**src/rtl/epc_pkg.sv**
```systemverilog
// epc_pkg: shared constants, register and table codes, and the configuration
// struct of the eye pixel compositor
// no dependencies; compile before every other file of the block
package epc_pkg;

	// image geometry
	localparam int SCREEN_SIZE   = 128;
	localparam int SCLERA_SIZE   = 256;
	localparam int IRIS_SIZE     = 128;
	localparam int IRIS_MAP_COLS = 256;
	localparam int IRIS_MAP_ROWS = 64;

	localparam int LID_DEPTH    = SCREEN_SIZE * SCREEN_SIZE;
	localparam int SCLERA_DEPTH = SCLERA_SIZE * SCLERA_SIZE;
	localparam int POLAR_DEPTH  = IRIS_SIZE * IRIS_SIZE;
	localparam int TEX_DEPTH    = IRIS_MAP_COLS * IRIS_MAP_ROWS;

	localparam int LID_AW = $clog2(LID_DEPTH);
	localparam int SCL_AW = $clog2(SCLERA_DEPTH);
	localparam int POL_AW = $clog2(POLAR_DEPTH);
	localparam int TEX_AW = $clog2(TEX_DEPTH);
	localparam int TEX_RW = $clog2(IRIS_MAP_ROWS);
	localparam int TEX_CW = $clog2(IRIS_MAP_COLS);

	// window of the iris within the sclera
	localparam int IRIS_LO = (SCLERA_SIZE - IRIS_SIZE) / 2;
	localparam int IRIS_HI = IRIS_LO + IRIS_SIZE;

	// item field widths
	localparam int COORD_W = 7;
	localparam int ADDR_W  = 16;
	localparam int WORD_W  = 16;
	localparam int SEL_W   = 3;
	localparam int LID_W   = 8;
	localparam int SX_W    = 9;

	// polar word: low bits distance, high bits angle
	localparam int DIST_W      = 7;
	localparam int ANG_W       = WORD_W - DIST_W;
	localparam int ANG_FULL_SH = 9;

	// distance scaling: d = scale * dist / 240
	localparam int SCALE_W    = 10;
	localparam int PROD_W     = SCALE_W + DIST_W;
	localparam int DIST_DIV   = 240;
	localparam int D_LIMIT    = IRIS_MAP_ROWS * DIST_DIV;
	localparam int DP_W       = $clog2(D_LIMIT);
	localparam int RECIP_SH   = 24;
	localparam int RECIP      = ((1 << RECIP_SH) + DIST_DIV - 1) / DIST_DIV;
	localparam int RECIP_W    = $clog2(RECIP + 1);
	localparam int RP_W       = DP_W + RECIP_W;

	// item modes
	localparam logic MODE_LOAD   = 1'b0;
	localparam logic MODE_RENDER = 1'b1;

	// table codes
	localparam logic [SEL_W-1:0] TBL_LOWER_LID = 3'd0;
	localparam logic [SEL_W-1:0] TBL_UPPER_LID = 3'd1;
	localparam logic [SEL_W-1:0] TBL_SCLERA    = 3'd2;
	localparam logic [SEL_W-1:0] TBL_POLAR     = 3'd3;
	localparam logic [SEL_W-1:0] TBL_IRIS_TEX  = 3'd4;

	// configuration registers
	localparam int CFG_IDX_W  = 3;
	localparam int CFG_DATA_W = 10;

	localparam logic [CFG_IDX_W-1:0] REG_IRIS_SCALE      = 3'd0;
	localparam logic [CFG_IDX_W-1:0] REG_SCLERA_X_OFFSET = 3'd1;
	localparam logic [CFG_IDX_W-1:0] REG_SCLERA_Y_OFFSET = 3'd2;
	localparam logic [CFG_IDX_W-1:0] REG_UPPER_THRESHOLD = 3'd3;
	localparam logic [CFG_IDX_W-1:0] REG_LOWER_THRESHOLD = 3'd4;
	localparam logic [CFG_IDX_W-1:0] REG_LID_UNMIRRORED  = 3'd5;

	typedef struct packed {
		logic [SCALE_W-1:0] iris_scale;
		logic [7:0]         sclera_x_offset;
		logic [7:0]         sclera_y_offset;
		logic [LID_W-1:0]   upper_threshold;
		logic [LID_W-1:0]   lower_threshold;
		logic               lid_unmirrored;
	} epc_cfg_t;

endpackage

```
**src/rtl/epc_cfg_regs.sv**
```systemverilog
// epc_cfg_regs: configuration register file of the compositor, decodes the
// write port and holds the registers with their reset values
// depends on epc_pkg
module epc_cfg_regs
	import epc_pkg::*;
(
	input  logic                  clk,
	input  logic                  arst_n,
	input  logic                  wr_en,
	input  logic [CFG_IDX_W-1:0]  wr_index,
	input  logic [CFG_DATA_W-1:0] wr_data,
	output epc_cfg_t              cfg
);

	epc_cfg_t cfg_q;

	always_ff @(posedge clk or negedge arst_n) begin
		if (!arst_n) begin
			cfg_q.iris_scale      <= SCALE_W'(512);
			cfg_q.sclera_x_offset <= 8'd64;
			cfg_q.sclera_y_offset <= 8'd64;
			cfg_q.upper_threshold <= '0;
			cfg_q.lower_threshold <= '0;
			cfg_q.lid_unmirrored  <= 1'b0;
		end else if (wr_en) begin
			case (wr_index)
				REG_IRIS_SCALE:      cfg_q.iris_scale      <= wr_data[SCALE_W-1:0];
				REG_SCLERA_X_OFFSET: cfg_q.sclera_x_offset <= wr_data[7:0];
				REG_SCLERA_Y_OFFSET: cfg_q.sclera_y_offset <= wr_data[7:0];
				REG_UPPER_THRESHOLD: cfg_q.upper_threshold <= wr_data[LID_W-1:0];
				REG_LOWER_THRESHOLD: cfg_q.lower_threshold <= wr_data[LID_W-1:0];
				REG_LID_UNMIRRORED:  cfg_q.lid_unmirrored  <= wr_data[0];
				default: ;
			endcase
		end
	end

	assign cfg = cfg_q;

endmodule

```
**config.mk**
```make
export PLATFORM = sky130hd
export DESIGN_NAME = epc_cfg_regs
export DESIGN_NICKNAME = d
export VERILOG_FILES = /design/src/rtl/epc_pkg.sv /design/src/rtl/epc_cfg_regs.sv
export SDC_FILE = /design/constraint.sdc
export NUM_CORES = 1
export LEC_CHECK = 0
export ABC_AREA = 0
export BUFFER_PORTS_ARGS = -buffer_cell sky130_fd_sc_hd__buf_2
export CAP_MARGIN = 20
export CORE_MARGIN = 8
export CORE_UTILIZATION = 30
export DETAILED_ROUTE_END_ITERATION = 10
export PLACE_DENSITY_LB_ADDON = 0.12
export SYNTH_ARGS = -nofsm -noshare
export SYNTH_HDL_FRONTEND = slang
export SYNTH_SLANG_ARGS = --single-unit
```
**constraint.sdc**
```tcl
create_clock -name clk -period 2.1 [get_ports clk]
set_input_delay 0.105 -clock clk [delete_from_list [all_inputs] [get_ports clk]]
set_output_delay 0.105 -clock clk [all_outputs]
set_load 0.01 [all_outputs]
```
==> impl_results.md <==
* Status: completed
* First-pass GRT wire length at between 6000 and 7000 µm
* Worst setup startpoint: cfg[31]
* Maxcap violations at 0
* CP Cell Sequence: buf_2
* Hold_buf cts at 1
* Critical Path Source Type: flop
* Worst Path Arrival at 0.96 ns
* Clk sink count at 43
* Iter 0 DRT Violations at 13
* Die Ht at 90.6 µm
* Ports at 59
* Tightest Pin Transition at 0.576 ns
* Hold crit path type: in2reg
* Antenna viol nets, final at 0
* Crit share post-route at 0.506
* Clock Skew at 0 ns
* Post_cts resized at 0
* Standby leakage power at 1.04 nW
* Die Width at 90.6 µm
* Worst slack, placed at 0.792 ns
* Crit path max-delay cell type: dfstp_2
* Reg2reg start: cfg[29]
* Synth area leaders: dfrtp_1 (60%), mux2_2 (29%), dfstp_2 (4.7%), buf_4 (1.3%), nor4bb_1 (1.2%)
* Cell Pwr Density at slightly above 1000 mW/mm²
* FP Rows at 27
* Reg2reg setup slack at 1.33 ns
* EDFF count, synth at 0
* Async SR Flop Fraction at 1.00
* Input/output buffers at 58
* CTS tree: built
* CTS root buf: clkbuf_8
* Ys Warns at 0
* WL final at approximately 4000 µm
* RSZ-0062 raised after global routing: false
* TritonCTS Buffers at 5
* Cell family with most CP delay: flip-flops
* Post-Syn Area at approximately 0.0017 mm²
* Initial antenna violation count at 0
* Final worst slack at 1.04 ns
* Final Slew Violations at 0
* Yosys reg bits at 43
* Relative slew slack at 0.616
* Most frequent cell after synthesis: mux2_2
* Total number of vias at around 1100
* GR Overflow Total at 0
* Setup TNS at 0 ns
* Postcts setup bufs at 0
* Layout cells sized above 1 at 0.730
* N_diodes at 0
* Crit path time final at approximately 1.1 ns
* TritonRoute pass-1 iters at 3
* Worst EP required at 2.00 ns
* Area Growth Syn to Fin at 31.6%
* CP bufs+invs at 1
* Synth top cells by count: mux2_2 (43), dfrtp_1 (40), buf_4 (3), dfstp_2 (3), nor4bb_1 (2)
* Ys flop type: dfrtp_1
* Hold Vio Cnt, Final at 0
* Clock latency on the worst-skew pair at 0.28 ns
* Final instance area at 0.00220 mm²
* Pin count of the biggest net entering global routing at 44
* Residual DRC count at 0
* Synth Area per Inst at 17.4 µm²
* Cells after Synth at 96
* Critical Path End Type: primary output
* CP max FO at 2
* Average wire per standard cell at approximately 17 µm
* Critical Path Max Stage Delay at about 0.54 ns
* Sequential area share after synthesis at 0.647
* Peak VDD IR at 0.533 mV
* CTS max path bufs at 2
* Initial core utilization at 0.307
* Nets at 178
* CP Class: reg2out
* Area after DPL at a little over 0.002 mm²
* Die area at 0.00821 mm²
* Top-area cell type share of the netlist area at 0.600
* Highest clock rate at 0.940 GHz
* Vias in the first global route at 1170
* GPL Wtd Cong at about 0.64
* Post-synth cell types at 10
* Number of flip-flops in the largest register at 43
* H-tree depth at 2
* Syn nets at between 100 and 150
* Routed vias/inst at 4.48
* Cell taking the most area after synthesis: dfrtp_1
* Core Region at 0.00544 mm²
* Total track usage at 0.103
* Post-detailed-placement half-perimeter wirelength at 2860 µm
* Final number of setup-violating endpoints at 0
* Worst Hold Launch: wr_data[9]
* Worst-path clk slew at 0.08 ns
## power by group
group | total, mW | switching (mW) | internal [mW] | leakage, nW
registers | 1.10 | 0.0856 | 1.02 | 0.512
logic | 0.540 | 0.258 | 0.282 | 0.475
clock network | 0.564 | 0.264 | 0.300 | 0.0515
## final timing paths
check,to,depth (start not counted)
worst min-delay path,cfg[42],2
worst max-delay path,cfg[31],1
worst max register to register,cfg[29],1
max in group asynchronous,cfg[31],3
worst min register to register,cfg[9],1
min in group asynchronous,cfg[16],2
## cell usage in the layout (no fill, tap or decap)
cell,netlist,routed
clkbuf_8,0,7
dfstp_2,3,3
mux2_2,43,43
dfrtp_1,40,40
nand4b_1,1,1
nor4b_2,1,1
buf_16,0,1
nor4bb_4,0,1
clkbuf_1,0,1
dlygate4sd3_1,0,1
buf_2,0,58
nand4b_2,1,1
nor4bb_2,0,1
and4bb_1,1,1
buf_4,3,3
## routing by layer
| layer | GRT usage | wire length [µm] | part of all wire |
|---|---|---|---|
| met5 | 0 | 0 | 0 |
| met2 | 0.152 | 1800 | 0.45 |
| met1 | 0.130 | 1830 | 0.46 |
| met3 | 0.0482 | 328 | 0.082 |
| met4 | 0.0291 | 35 | 0.0088 |
## area by class of cell
| cell class | count | area (µm²) |
|---|---|---|
| Clock buffer | 8 | 100 |
| Timing Repair Buffer | 63 | 350 |
| Tap cell | 72 | 90.1 |
| Sequential cell | 43 | 1080 |
| Fill cell | 550 | 3240 |
| Multi-Input combinational cell | 49 | 577 |
## cells by family after synthesis
family | after synthesis | synth area share
DFF | 43 | 0.647
buffers and inverters | 4 | 0.0202
and+or+nand+nor | 6 | 0.0427
muxes | 43 | 0.290
## through the flow
| stage | util | hold WS, ns | cells | power (mW) |
|---|---|---|---|---|
| after global placement | 0.379 | 0.297 | 225 | 1.66 |
| after global routing | 0.404 | 0.0429 | 235 | 2.35 |
| final | 0.404 | 0.0479 | 235 | 2.21 |
| after detailed placement | 0.379 | 0.309 | 225 | 1.67 |
| after floorplan | - | -0.191 | 96 | 1.39 |
| after CTS | 0.399 | 0.0352 | 234 | 2.25 |
No activity file was read; power rests on OpenSTA's default activity.
